===== src/rtl/cslx_pkg.sv =====
`timescale 1ns / 1ps
`default_nettype none

package cslx_pkg;

	localparam int POSITION_BITS_DEF = 16;
	localparam int TEXT_LIMIT_DEF    = 63;
	localparam int QUEUE_DEPTH       = 4;

	typedef enum logic [2:0] {
		MODE_IDLE,
		MODE_WORD,
		MODE_NUMBER,
		MODE_OP,
		MODE_HALT
	} scan_mode_t;

	typedef enum logic [1:0] {
		OP_EQ,
		OP_BANG,
		OP_LT,
		OP_GT
	} pend_op_t;

	localparam logic [4:0] KIND_EOF    = 5'd0;
	localparam logic [4:0] KIND_IDENT  = 5'd1;
	localparam logic [4:0] KIND_NUMBER = 5'd2;
	localparam logic [4:0] KIND_INT    = 5'd3;
	localparam logic [4:0] KIND_RETURN = 5'd4;
	localparam logic [4:0] KIND_IF     = 5'd5;
	localparam logic [4:0] KIND_ELSE   = 5'd6;
	localparam logic [4:0] KIND_WHILE  = 5'd7;
	localparam logic [4:0] KIND_EQEQ   = 5'd8;
	localparam logic [4:0] KIND_PLUS   = 5'd12;
	localparam logic [4:0] KIND_MINUS  = 5'd13;
	localparam logic [4:0] KIND_STAR   = 5'd14;
	localparam logic [4:0] KIND_SLASH  = 5'd15;
	localparam logic [4:0] KIND_ASSIGN = 5'd16;
	localparam logic [4:0] KIND_LT     = 5'd17;
	localparam logic [4:0] KIND_GT     = 5'd18;
	localparam logic [4:0] KIND_LPAREN = 5'd19;
	localparam logic [4:0] KIND_RPAREN = 5'd20;
	localparam logic [4:0] KIND_LBRACE = 5'd21;
	localparam logic [4:0] KIND_RBRACE = 5'd22;
	localparam logic [4:0] KIND_COMMA  = 5'd23;
	localparam logic [4:0] KIND_SEMI   = 5'd24;
	localparam logic [4:0] KIND_ERROR  = 5'd25;

	typedef struct packed {
		logic [4:0]  kind;
		logic [15:0] start;
		logic [5:0]  length;
		logic [7:0]  bad;
		logic        last;
	} token_t;

	typedef struct packed {
		logic [1:0] count;
		token_t     first;
		token_t     second;
	} push_t;

endpackage

`default_nettype wire


===== src/rtl/cslx_front.sv =====
`timescale 1ns / 1ps
`default_nettype none

module cslx_front #(
	parameter int POSITION_BITS = cslx_pkg::POSITION_BITS_DEF,
	parameter int TEXT_LIMIT    = cslx_pkg::TEXT_LIMIT_DEF
) (
	input  wire logic          clk,
	input  wire logic          arst_n,
	input  wire logic          accept,
	input  wire logic [7:0]    code_byte,
	input  wire logic          end_of_source,
	output cslx_pkg::push_t    push
);
	import cslx_pkg::*;

	localparam logic [5:0] LEN_CAP = 6'((TEXT_LIMIT < 63) ? TEXT_LIMIT : 63);

	localparam logic [47:0] KW_INT    = 48'h0000_0074_6E69;
	localparam logic [47:0] KW_RETURN = 48'h6E72_7574_6572;
	localparam logic [47:0] KW_IF     = 48'h0000_0000_6669;
	localparam logic [47:0] KW_ELSE   = 48'h0000_6573_6C65;
	localparam logic [47:0] KW_WHILE  = 48'h0065_6C69_6877;

	scan_mode_t               mode_q, mode_n;
	pend_op_t                 pend_q, pend_n;
	logic [POSITION_BITS-1:0] origin_q, origin_n;
	logic [POSITION_BITS-1:0] pos_q, pos_n;
	logic [5:0]               run_q, run_n;
	logic [47:0]              prefix_q, prefix_n;

	logic       is_space, is_alpha, is_digit, is_alnum, is_eq;
	logic       op_hit, punct_hit;
	pend_op_t   op_code;
	logic [4:0] punct_kind;
	logic       fl_valid, fl_halt, start_en;
	token_t     fl_tok, a_tok, b_tok;
	logic       a_v, b_v;
	logic [4:0] word_kind;
	logic [31:0] origin_ext, pos_ext;

	assign is_space = (code_byte == 8'h20) || (code_byte >= 8'h09 && code_byte <= 8'h0D);
	assign is_alpha = (code_byte >= 8'h61 && code_byte <= 8'h7A)
		|| (code_byte >= 8'h41 && code_byte <= 8'h5A) || (code_byte == 8'h5F);
	assign is_digit = (code_byte >= 8'h30 && code_byte <= 8'h39);
	assign is_alnum = is_alpha || is_digit;
	assign is_eq    = (code_byte == 8'h3D);

	always_comb begin
		op_hit  = 1'b1;
		op_code = OP_EQ;
		unique case (code_byte)
			8'h3D: op_code = OP_EQ;
			8'h21: op_code = OP_BANG;
			8'h3C: op_code = OP_LT;
			8'h3E: op_code = OP_GT;
			default: op_hit = 1'b0;
		endcase
	end

	always_comb begin
		punct_hit  = 1'b1;
		punct_kind = KIND_ERROR;
		unique case (code_byte)
			8'h2B: punct_kind = KIND_PLUS;
			8'h2D: punct_kind = KIND_MINUS;
			8'h2A: punct_kind = KIND_STAR;
			8'h2F: punct_kind = KIND_SLASH;
			8'h28: punct_kind = KIND_LPAREN;
			8'h29: punct_kind = KIND_RPAREN;
			8'h7B: punct_kind = KIND_LBRACE;
			8'h7D: punct_kind = KIND_RBRACE;
			8'h2C: punct_kind = KIND_COMMA;
			8'h3B: punct_kind = KIND_SEMI;
			default: punct_hit = 1'b0;
		endcase
	end

	assign origin_ext = 32'(origin_q);
	assign pos_ext    = 32'(pos_q);

	// a saturated word has run_q >= 7 and never matches a keyword
	always_comb begin
		word_kind = KIND_IDENT;
		if (run_q == 6'd3 && prefix_q == KW_INT)
			word_kind = KIND_INT;
		else if (run_q == 6'd6 && prefix_q == KW_RETURN)
			word_kind = KIND_RETURN;
		else if (run_q == 6'd2 && prefix_q == KW_IF)
			word_kind = KIND_IF;
		else if (run_q == 6'd4 && prefix_q == KW_ELSE)
			word_kind = KIND_ELSE;
		else if (run_q == 6'd5 && prefix_q == KW_WHILE)
			word_kind = KIND_WHILE;
	end

	// token left pending by the current state
	always_comb begin
		fl_valid = 1'b0;
		fl_halt  = 1'b0;
		fl_tok   = '0;
		fl_tok.start = origin_ext[15:0];
		unique case (mode_q)
			MODE_WORD: begin
				fl_valid      = 1'b1;
				fl_tok.kind   = word_kind;
				fl_tok.length = run_q;
			end
			MODE_NUMBER: begin
				fl_valid      = 1'b1;
				fl_tok.kind   = KIND_NUMBER;
				fl_tok.length = run_q;
			end
			MODE_OP: begin
				fl_valid      = 1'b1;
				fl_tok.length = 6'd1;
				unique case (pend_q)
					OP_EQ:   fl_tok.kind = KIND_ASSIGN;
					OP_LT:   fl_tok.kind = KIND_LT;
					OP_GT:   fl_tok.kind = KIND_GT;
					OP_BANG: begin
						fl_tok.kind = KIND_ERROR;
						fl_tok.bad  = 8'h21;
						fl_halt     = 1'b1;
					end
				endcase
			end
			MODE_IDLE, MODE_HALT: ;
			default: ;
		endcase
	end

	// the byte may open a new token once any pending one is resolved
	assign start_en = !end_of_source && !is_space && (
		(mode_q == MODE_IDLE) ||
		(mode_q == MODE_WORD && !is_alnum) ||
		(mode_q == MODE_NUMBER && !is_digit) ||
		(mode_q == MODE_OP && !is_eq && !fl_halt));

	// next state
	always_comb begin
		mode_n   = mode_q;
		pend_n   = pend_q;
		origin_n = origin_q;
		run_n    = run_q;
		prefix_n = prefix_q;
		pos_n    = pos_q + 1'b1;
		if (end_of_source) begin
			mode_n   = MODE_IDLE;
			pend_n   = OP_EQ;
			origin_n = '0;
			run_n    = '0;
			prefix_n = '0;
			pos_n    = '0;
		end else begin
			unique case (mode_q)
				MODE_WORD, MODE_NUMBER: begin
					if ((mode_q == MODE_WORD && is_alnum) || is_digit) begin
						for (int i = 0; i < 6; i++) begin
							if (run_q == 6'(i))
								prefix_n[8*i +: 8] = code_byte;
						end
						if (run_q < LEN_CAP)
							run_n = run_q + 6'd1;
					end else begin
						mode_n = MODE_IDLE;
					end
				end
				MODE_OP: begin
					pend_n = OP_EQ;
					mode_n = (!is_eq && fl_halt) ? MODE_HALT : MODE_IDLE;
				end
				MODE_IDLE, MODE_HALT: ;
				default: ;
			endcase
			if (start_en) begin
				priority if (is_alnum) begin
					mode_n   = is_digit ? MODE_NUMBER : MODE_WORD;
					origin_n = pos_q;
					run_n    = 6'd1;
					prefix_n = {40'd0, code_byte};
				end else if (op_hit) begin
					mode_n   = MODE_OP;
					pend_n   = op_code;
					origin_n = pos_q;
				end else if (punct_hit) begin
					mode_n = MODE_IDLE;
				end else begin
					mode_n = MODE_HALT;
				end
			end
		end
	end

	// tokens caused by this item: a is the resolved pending one, b the new one
	always_comb begin
		a_v   = 1'b0;
		b_v   = 1'b0;
		a_tok = fl_tok;
		b_tok = '0;
		b_tok.start = pos_ext[15:0];
		if (end_of_source) begin
			a_v         = fl_valid;
			b_v         = (mode_q != MODE_HALT) && !fl_halt;
			b_tok.kind  = KIND_EOF;
		end else begin
			unique case (mode_q)
				MODE_WORD:   a_v = !is_alnum;
				MODE_NUMBER: a_v = !is_digit;
				MODE_OP: begin
					a_v = 1'b1;
					if (is_eq) begin
						a_tok.kind   = KIND_EQEQ + {3'd0, pend_q};
						a_tok.length = 6'd2;
						a_tok.bad    = 8'd0;
					end
				end
				MODE_IDLE, MODE_HALT: ;
				default: ;
			endcase
			if (start_en && !is_alnum && !op_hit) begin
				b_v          = 1'b1;
				b_tok.length = 6'd1;
				if (punct_hit) begin
					b_tok.kind = punct_kind;
				end else begin
					b_tok.kind = KIND_ERROR;
					b_tok.bad  = code_byte;
				end
			end
		end
		b_tok.last = 1'b1;
		a_tok.last = !b_v;
	end

	always_comb begin
		push = '0;
		if (accept) begin
			push.count  = {1'b0, a_v} + {1'b0, b_v};
			push.first  = a_v ? a_tok : b_tok;
			push.second = b_tok;
		end
	end

	always_ff @(posedge clk or negedge arst_n) begin
		if (!arst_n) begin
			mode_q   <= MODE_IDLE;
			pend_q   <= OP_EQ;
			origin_q <= '0;
			pos_q    <= '0;
			run_q    <= '0;
			prefix_q <= '0;
		end else if (accept) begin
			mode_q   <= mode_n;
			pend_q   <= pend_n;
			origin_q <= origin_n;
			pos_q    <= pos_n;
			run_q    <= run_n;
			prefix_q <= prefix_n;
		end
	end

endmodule

`default_nettype wire


===== src/rtl/cslx_queue.sv =====
`timescale 1ns / 1ps
`default_nettype none

module cslx_queue (
	input  wire logic             clk,
	input  wire logic             arst_n,
	input  wire cslx_pkg::push_t  push,
	input  wire logic             pop,
	output logic                  room,
	output logic                  nonempty,
	output cslx_pkg::token_t      head
);
	import cslx_pkg::*;

	localparam int PTR_W = $clog2(QUEUE_DEPTH);
	localparam int CNT_W = $clog2(QUEUE_DEPTH + 1);

	token_t             slots_q [QUEUE_DEPTH];
	logic [PTR_W-1:0]   wr_q, rd_q;
	logic [CNT_W-1:0]   count_q;
	logic [PTR_W-1:0]   wr_next;

	assign wr_next  = wr_q + 1'b1;
	assign nonempty = (count_q != '0);
	// two free entries cover the worst case of one item
	assign room     = (count_q <= CNT_W'(QUEUE_DEPTH - 2));
	assign head     = slots_q[rd_q];

	always_ff @(posedge clk) begin
		if (push.count != 2'd0)
			slots_q[wr_q] <= push.first;
		if (push.count == 2'd2)
			slots_q[wr_next] <= push.second;
	end

	always_ff @(posedge clk or negedge arst_n) begin
		if (!arst_n) begin
			wr_q    <= '0;
			rd_q    <= '0;
			count_q <= '0;
		end else begin
			wr_q    <= wr_q + PTR_W'(push.count);
			rd_q    <= rd_q + PTR_W'(pop);
			count_q <= count_q + CNT_W'(push.count) - CNT_W'(pop);
		end
	end

endmodule

`default_nettype wire


===== src/rtl/cslx_back.sv =====
`timescale 1ns / 1ps
`default_nettype none

module cslx_back (
	input  wire logic             clk,
	input  wire logic             arst_n,
	input  wire logic             nonempty,
	input  wire cslx_pkg::token_t head,
	output logic                  pop,
	input  wire logic             out_stall,
	output logic                  out_valid,
	output cslx_pkg::token_t      tok
);
	import cslx_pkg::*;

	logic   valid_q;
	token_t tok_q;
	logic   load;

	// refill the output register when empty or when its token transfers
	assign load      = !valid_q || !out_stall;
	assign pop       = load && nonempty;
	assign out_valid = valid_q;
	assign tok       = tok_q;

	always_ff @(posedge clk or negedge arst_n) begin
		if (!arst_n)
			valid_q <= 1'b0;
		else if (load)
			valid_q <= nonempty;
	end

	always_ff @(posedge clk) begin
		if (pop)
			tok_q <= head;
	end

endmodule

`default_nettype wire


===== src/rtl/c_subset_lexer_unit.sv =====
// Channel | Signals                                               | Direction
// input   | in_valid, in_stall, code_byte, end_of_source          | into block
// output  | out_valid, out_stall, token_kind, token_start,        | out of block
//         | token_length, bad_byte, last_of_run                   |
//
// One source byte is taken per cycle while the token queue has two free entries.
// Tokens leave one per cycle from the output register while out_stall is low, so items
// that yield two tokens are paced by the output side; the first token passes through
// the queue and then the output register before it is on the output.
// Front scanner and output side stall independently through a four-entry queue.
// Asynchronous active-low reset clears scanner state, queue pointers and out_valid.
`timescale 1ns / 1ps
`default_nettype none

module c_subset_lexer_unit #(
	parameter int POSITION_BITS = cslx_pkg::POSITION_BITS_DEF,
	parameter int TEXT_LIMIT    = cslx_pkg::TEXT_LIMIT_DEF
) (
	input  wire logic        clk,
	input  wire logic        arst_n,
	input  wire logic        in_valid,
	output logic             in_stall,
	input  wire logic [7:0]  code_byte,
	input  wire logic        end_of_source,
	output logic             out_valid,
	input  wire logic        out_stall,
	output logic [4:0]       token_kind,
	output logic [15:0]      token_start,
	output logic [5:0]       token_length,
	output logic [7:0]       bad_byte,
	output logic             last_of_run
);
	import cslx_pkg::*;

	push_t  push;
	token_t head, tok;
	logic   room, nonempty, pop, accept;

	assign in_stall = !room;
	assign accept   = in_valid && room;

	cslx_front #(
		.POSITION_BITS(POSITION_BITS),
		.TEXT_LIMIT(TEXT_LIMIT)
	) u_front (
		.clk(clk),
		.arst_n(arst_n),
		.accept(accept),
		.code_byte(code_byte),
		.end_of_source(end_of_source),
		.push(push)
	);

	cslx_queue u_queue (
		.clk(clk),
		.arst_n(arst_n),
		.push(push),
		.pop(pop),
		.room(room),
		.nonempty(nonempty),
		.head(head)
	);

	cslx_back u_back (
		.clk(clk),
		.arst_n(arst_n),
		.nonempty(nonempty),
		.head(head),
		.pop(pop),
		.out_stall(out_stall),
		.out_valid(out_valid),
		.tok(tok)
	);

	assign token_kind   = tok.kind;
	assign token_start  = tok.start;
	assign token_length = tok.length;
	assign bad_byte     = tok.bad;
	assign last_of_run  = tok.last;

endmodule

`default_nettype wire


===== config.mk =====
export PLATFORM = sky130hd
export DESIGN_NAME = c_subset_lexer_unit
export DESIGN_NICKNAME = d
export VERILOG_FILES = /design/src/rtl/cslx_pkg.sv /design/src/rtl/cslx_front.sv /design/src/rtl/cslx_queue.sv /design/src/rtl/cslx_back.sv /design/src/rtl/c_subset_lexer_unit.sv
export SDC_FILE = /design/constraint.sdc
export NUM_CORES = 1
export LEC_CHECK = 0
export BUFFER_PORTS_ARGS = -buffer_cell sky130_fd_sc_hd__buf_4
export CAP_MARGIN = 20
export CELL_PAD_IN_SITES_DETAIL_PLACEMENT = 0
export CELL_PAD_IN_SITES_GLOBAL_PLACEMENT = 1
export CORE_ASPECT_RATIO = 1.2
export CORE_UTILIZATION = 46
export CTS_CLUSTER_DIAMETER = 120
export DETAILED_ROUTE_END_ITERATION = 10
export PLACE_DENSITY = 0.72
export SETUP_SLACK_MARGIN = 0.2
export SLEW_MARGIN = 40
export SYNTH_ARGS = -nofsm -noshare
export SYNTH_HDL_FRONTEND = slang
export SYNTH_SLANG_ARGS = --single-unit
export TNS_END_PERCENT = 5

===== constraint.sdc =====
create_clock -name clk -period 4.41 [get_ports clk]
set_clock_uncertainty 0.2 [all_clocks]
set_input_delay 0.6615 -clock clk [delete_from_list [all_inputs] [get_ports clk]]
set_output_delay 0.6615 -clock clk [all_outputs]
set_load 0.05 [all_outputs]

# [Word-level counts from Yosys, hierarchy flattened]
# Memory sizes are Yosys's and may differ from the RTL's. A register that Yosys moved wholly into a read port is not among the register bits.
# Cells that the tools add are included.
[totals] output_inout_bits=38 word_cells=197 mem_count=1 ram_bits=144 regBits=99
[classes] reduce_logical=56 magnitude_cmp=10 n_addsub=9 eq_ne=36 n_mux=75
[mem_list] memory="u_queue.slots_q" depth=4 width=36 rd=1 rd_clocked_by_memory_dff=1 write_ports=2 line="cslx_queue.sv:18" source="token_t slots_q [QUEUE_DEPTH];"
[op_table] operator="48-bit 2-to-1 mux" n=5
[op_table] operator="8-bit by 6-bit == test with 1-bit output, second input constant" n=13
[op_table] operator="16-bit 2-to-1 mux" n=5
[op_table] operator="74-bit 2-to-1 mux" n=1
[op_table] operator="8-bit 2-to-1 mux" n=8
[op_table] operator="14-bit 2-to-1 mux" n=4
[op_table] operator="5-bit 2-to-1 mux" n=10
[op_table] operator="5-bit one-hot mux with 10 select lines" n=1
[op_table] operator="48-bit by 15-bit == test with 1-bit output, second input constant" n=1
[op_table] operator="48-bit by 23-bit == test with 1-bit output, second input constant" n=1
[op_table] operator="48-bit by 31-bit == test with 1-bit output, second input constant" n=1
[op_table] operator="48-bit by 39-bit == test with 1-bit output, second input constant" n=1
[op_table] operator="48-bit by 47-bit == test with 1-bit output, second input constant" n=1
[op_table] operator="6-bit 2-to-1 mux" n=7
[op_table] operator="36-bit 2-to-1 mux" n=1
[op_table] operator="8-bit by 7-bit == test with 1-bit output, second input constant" n=3
[op_table] operator="3-bit 2-to-1 mux" n=8
[op_table] operator="1-bit logical AND" n=22
[op_table] operator="5-bit one-hot mux with 4 select lines" n=1
[op_table] operator="6-bit by 3-bit == test with 1-bit output, second input constant" n=3
[op_table] operator="16-bit by 1-bit adder with 16-bit output, second input constant" n=1
[op_table] operator="8-bit by 7-bit greater-or-equal comparator with 1-bit output, second input constant" n=2
[op_table] operator="8-bit by 7-bit <= comparator with 1-bit output, second input constant" n=2
[op_table] operator="5-bit one-hot mux with 3 select lines" n=1
[op_table] operator="42 further kinds" n=83

# [Logic depth before layout (Yosys ltp)]
[logic_depth] word_depth=21 ltp_mapped=15

# [Cells and area by module]
# A second synthesis with hierarchy kept.
[unflattened] hier_cells=1099 hier_area_um2=14630.3
[modules_own_cells] mod="cslx_queue" seq_area_each_um2=4499.3 cells_per_inst=386 n_inst=1 area_each_um2=7350.8
[modules_own_cells] mod="cslx_front" seq_area_each_um2=2277.2 cells_per_inst=672 n_inst=1 area_each_um2=6144.6
[modules_own_cells] mod="cslx_back" seq_area_each_um2=1106.1 cells_per_inst=39 n_inst=1 area_each_um2=1124.8
[modules_own_cells] mod="c_subset_lexer_unit" seq_area_each_um2=0.0 cells_per_inst=2 n_inst=1 area_each_um2=10.0

# [Least setup slack after synthesis]
# OpenSTA, ideal clock, no wires.
[synth_path] path_type="input -> register" startpoint="input code_byte[2]" endpoint="memory u_queue.slots_q[0][0] (netlist bit), enable pin" path_slack_ps=-250 cell_stages=12 t_arrival_ps=3988 setup_ps=471 required_time_ps=3739 cell_sequence="buf_4 -> nand2_1 -> or4b_4 -> a2111oi_4 -> a2111o_1 -> nand2_1 -> ha_1 -> o21ai_1 -> or3_1 -> clkbuf_1 -> clkbuf_1 -> nand2_1"
[synth_rtl] element="start: declaration" line="c_subset_lexer_unit.sv:23" source="input wire logic [7:0] code_byte,"
[synth_rtl] element="end: declaration" line="cslx_queue.sv:18"

==> metrics.txt <==
Clock Sinks=279; number of enable flip-flop cells after synthesis=160; depth of the worst register-to-register path=11; final hold viol count=0; Fmax=~260 MHz; antenna violations before repair=0; DR vias/cell=6.027; CTS Root Buffer Type=sky130_fd_sc_hd__clkbuf_16; post-CTS clock slew at the launch and capture registers of the worst setup and hold paths=0.07 ns; overall die area=just under 30000 um2; last weighted congestion value of the routability-driven placer=~0.92; clock buffers created by TritonCTS=28; source of the worst hold timing path=out_stall; fraction of layout cells with a size suffix above 1=16.75%; CTS HTree Levels=1; Starting Density=47.17%; static power due to leakage=~5.5 nW; CTS Hold Buffers Added=0; Worst setup EP type=register; RSZ-0062 raised after global routing=no; buffer levels on the longest clock path=3; via count of the first global-routing pass=9500; Net Count, Synth=1144; growth of design area from synthesis to finish=14.34%; HPWL after DPL=23450 um; final-layout fill cell count=2473; Worst Hold Depth=3; Cell Pwr Density=575.3 nW/um2; Yosys Warn Count=0; Post-synth top flop=sky130_fd_sc_hd__edfxtp_1; Worst-Margin Slew=0.7947 ns; sequential cell area fraction in the yosys report=57.83%; Worst R2R Setup Slack=0.58 ns; count of routing violations after the opening detailed-route iteration=712; total of buffers placed on input and output ports=50; core occupancy in the finished layout=approximately 54%; Residual DRC=0; routed wire length per instance=22.46 um; Setup Fix Bufs, Post-CTS=0; Worst Hold Path EP=u_back.out_valid; placeable core area=28170 um2; worst r2r dst=u_queue.slots_q[0][22]; sequential cell area=~7700 um2; TritonRoute pass-1 iters=5; run status=completed; final-stage net count=1195; number of diodes added for antenna fixing=0; highest net fanout along the worst path=11; site row count=67; routed vias=~9400; WP data arrival=3.92 ns; horizontal extent of the die=between 150 and 200 um; remaining antenna violation count=0; count of cell types in the netlist=75; category of the critical setup timing path=register to register; share of flip-flops with an asynchronous set or reset=35.48%; final wirelength=35190 um; critical path data required time=4.49 ns; total area of multi-input combinational cells=5204 um2; # IOs=51; worst voltage drop across the vdd grid=0.3448 mV; floorplan die height=188.2 um; launching element type of the critical path=register; final count of negative-setup-slack endpoints=0; quantity of gates resized following cts=0; syn_area_per_cell=around 12 um2; launching point of the worst reg2reg path=u_front.mode_q[1]; crit share post-route=86.93%; clock insertion delay at the later pin of the skew report=approximately 0.54 ns; overall overflow remaining after global route=0; overall global routing resource usage=roughly 24%; Synth Register Bits=279; first-pass GRT wire length=approximately 55000 um; netlist area before placement=between 10000 and 15000 um2; max-slew headroom at the worst pin=between 40% and 50%; Fin Setup TNS=0 ns; clock tree from TritonCTS=built; Tightest Hold Check Type=primary input to register; synthesized instance count=around 1100; Max Cap Violations=0; shortest period the worst path allows=3.834 ns; final-report max-slew violation count=0; largest net degree at the start of global routing=58
-- critical path, cell delays in order (launching register included) --
cell and delay, ns:
sky130_fd_sc_hd__dfrtp_1 0.48, sky130_fd_sc_hd__nand2b_1 0.29, sky130_fd_sc_hd__a21oi_1 0.27, sky130_fd_sc_hd__nand2_1 0.11
sky130_fd_sc_hd__a2111o_1 0.48, sky130_fd_sc_hd__nand2_1 0.12, sky130_fd_sc_hd__ha_1 0.29, sky130_fd_sc_hd__o21ai_1 0.32
sky130_fd_sc_hd__nor3_1 0.14, sky130_fd_sc_hd__a21oi_1 0.47, sky130_fd_sc_hd__buf_4 0.29, sky130_fd_sc_hd__o21ai_0 0.11
-- flip-flops by register name, indices dropped and copies added, names as in the netlist, 3 cells and up --
register,cells
u_back.tok,36
u_front.mode_q,3
u_front.origin_q,16
u_front.pos_q,16
u_front.prefix_q,48
u_front.run_q,6
u_queue.count_q,3
u_queue.slots_q,144
-- worst max-delay path by stage --
stage | slack (ns) | to | cells past startpoint | start
2_1_floorplan | 0.05 | u_queue.slots_q[2][0] | 12 | code_byte[2]
3_3_place_gp | 0.24 | u_queue.slots_q[0][20] | 12 | code_byte[2]
3_5_place_dp | 0.13 | u_queue.slots_q[0][22] | 12 | code_byte[2]
4_1_cts | 0.63 | u_queue.slots_q[0][22] | 11 | u_front.mode_q[1]
5_1_grt | 0.32 | u_queue.slots_q[0][26] | 11 | u_front.mode_q[1]
6_report | 0.58 | u_queue.slots_q[0][22] | 11 | u_front.mode_q[1]
-- layout by cell type, fill, tap and decap left out, types with 14 or more instances in the layout --
cell type / n
sky130_fd_sc_hd__clkbuf_16: 29
sky130_fd_sc_hd__inv_1: 30
sky130_fd_sc_hd__ha_1: 15
sky130_fd_sc_hd__a21oi_1: 26
sky130_fd_sc_hd__and2_1: 28
sky130_fd_sc_hd__o22ai_1: 27
sky130_fd_sc_hd__nand2_1: 96
sky130_fd_sc_hd__nand4_1: 15
sky130_fd_sc_hd__a22o_1: 54
sky130_fd_sc_hd__edfxtp_1: 160
sky130_fd_sc_hd__nor3_1: 19
sky130_fd_sc_hd__mux4_2: 36
sky130_fd_sc_hd__dfrtp_1: 97
sky130_fd_sc_hd__dfxtp_1: 20
sky130_fd_sc_hd__nand3_1: 64
sky130_fd_sc_hd__xnor2_1: 14
sky130_fd_sc_hd__o21ai_0: 102
sky130_fd_sc_hd__buf_4: 87
sky130_fd_sc_hd__nor2_1: 56
-- report_power, final --
group	switching [mW]	internal, mW
sequential	0.358	3.26
clock	0.992	1.39
combinational	1.79	0.958
-- synth_stat cells (3+ instances only) --
| library cell | count | share of area [%] |
|---|---|---|
| sky130_fd_sc_hd__buf_2 | 10 | 0.38 |
| sky130_fd_sc_hd__nand4_1 | 15 | 0.71 |
| sky130_fd_sc_hd__a31oi_1 | 8 | 0.38 |
| sky130_fd_sc_hd__nand3b_1 | 3 | 0.17 |
| sky130_fd_sc_hd__o21a_1 | 4 | 0.23 |
| sky130_fd_sc_hd__buf_4 | 3 | 0.17 |
| sky130_fd_sc_hd__nor3_1 | 19 | 0.72 |
| sky130_fd_sc_hd__inv_1 | 30 | 0.85 |
| sky130_fd_sc_hd__dfxtp_1 | 20 | 3.0 |
| sky130_fd_sc_hd__xnor2_1 | 14 | 0.92 |
| sky130_fd_sc_hd__o22ai_1 | 27 | 1.3 |
| sky130_fd_sc_hd__nor4_1 | 11 | 0.52 |
| sky130_fd_sc_hd__nor2b_1 | 12 | 0.57 |
| sky130_fd_sc_hd__mux4_2 | 36 | 6.1 |
| sky130_fd_sc_hd__and3_1 | 13 | 0.61 |
| sky130_fd_sc_hd__o32ai_1 | 5 | 0.33 |
| sky130_fd_sc_hd__nand2b_1 | 7 | 0.33 |
| sky130_fd_sc_hd__o21ai_4 | 4 | 0.49 |
| sky130_fd_sc_hd__and2_1 | 28 | 1.3 |
| sky130_fd_sc_hd__nand2_1 | 99 | 2.8 |
| sky130_fd_sc_hd__o31ai_1 | 8 | 0.45 |
| sky130_fd_sc_hd__ha_1 | 15 | 1.4 |
| sky130_fd_sc_hd__a2111oi_4 | 3 | 0.62 |
| sky130_fd_sc_hd__nand4b_1 | 6 | 0.40 |
| sky130_fd_sc_hd__nor4b_1 | 10 | 0.66 |
| sky130_fd_sc_hd__a221o_1 | 7 | 0.53 |
| sky130_fd_sc_hd__nor2_1 | 56 | 1.6 |
| sky130_fd_sc_hd__clkbuf_1 | 54 | 1.5 |
| sky130_fd_sc_hd__dfrtp_1 | 99 | 19 |
| sky130_fd_sc_hd__o21ai_0 | 102 | 3.8 |
| sky130_fd_sc_hd__or3_1 | 8 | 0.38 |
| sky130_fd_sc_hd__a32o_1 | 10 | 0.75 |
| sky130_fd_sc_hd__nand3_1 | 64 | 2.4 |
| sky130_fd_sc_hd__edfxtp_1 | 160 | 36 |
| sky130_fd_sc_hd__a21o_1 | 4 | 0.23 |
| sky130_fd_sc_hd__a21oi_1 | 27 | 1.0 |
| sky130_fd_sc_hd__o21ai_1 | 4 | 0.15 |
| sky130_fd_sc_hd__buf_1 | 6 | 0.17 |
| sky130_fd_sc_hd__a22o_1 | 54 | 3.6 |
-- layout make-up --
| class | count | area share, % |
|---|---|---|
| inverter | 32 | 0.7907 |
| clock inverter | 10 | 0.6507 |
| timing repair buffer | 95 | 5.230 |
| tap | 379 | 3.122 |
| sequential | 279 | 50.59 |
| clock buffer | 42 | 5.362 |
| multi-input combinational | 730 | 34.26 |
-- stage by stage --
stage	hold slack (ns)	setup WS (ns)	area, um2	std cells	power [mW]
after floorplan	0.1659	0.04600	13300	1115	5.477
after global placement	0.2472	0.2366	14260	1514	6.383
after detailed placement	0.2563	0.1339	14260	1514	6.416
after CTS	0.03574	0.6341	15170	1566	8.801
after global routing	0.1717	0.3180	15190	1567	9.131
final	0.1423	0.5764	15190	1567	8.740
-- logic make-up (layout without fill, tap and decap cells) --
family,Yosys count,count (layout),share of synthesized area [%]
XOR/XNOR,16,16,1.055
buffers and inverters,106,179,3.230
adder cells (fa/ha/maj),16,16,1.563
AO/OA/AOI/OAI,287,287,15.20
AND/OR/NAND/NOR,373,373,14.86
flip-flops,279,279,57.83
multiplexers,38,38,6.263
-- per-layer routing --
layer	wire length [um]	GRT usage (%)	up-vias
li1	-	-	4368
met1	14840	32.12	4735
met2	17690	41.62	294
met3	1792	3.282	47
met4	867	7.767	0
met5	0	0	-
(Power assumes the default switching activity.)
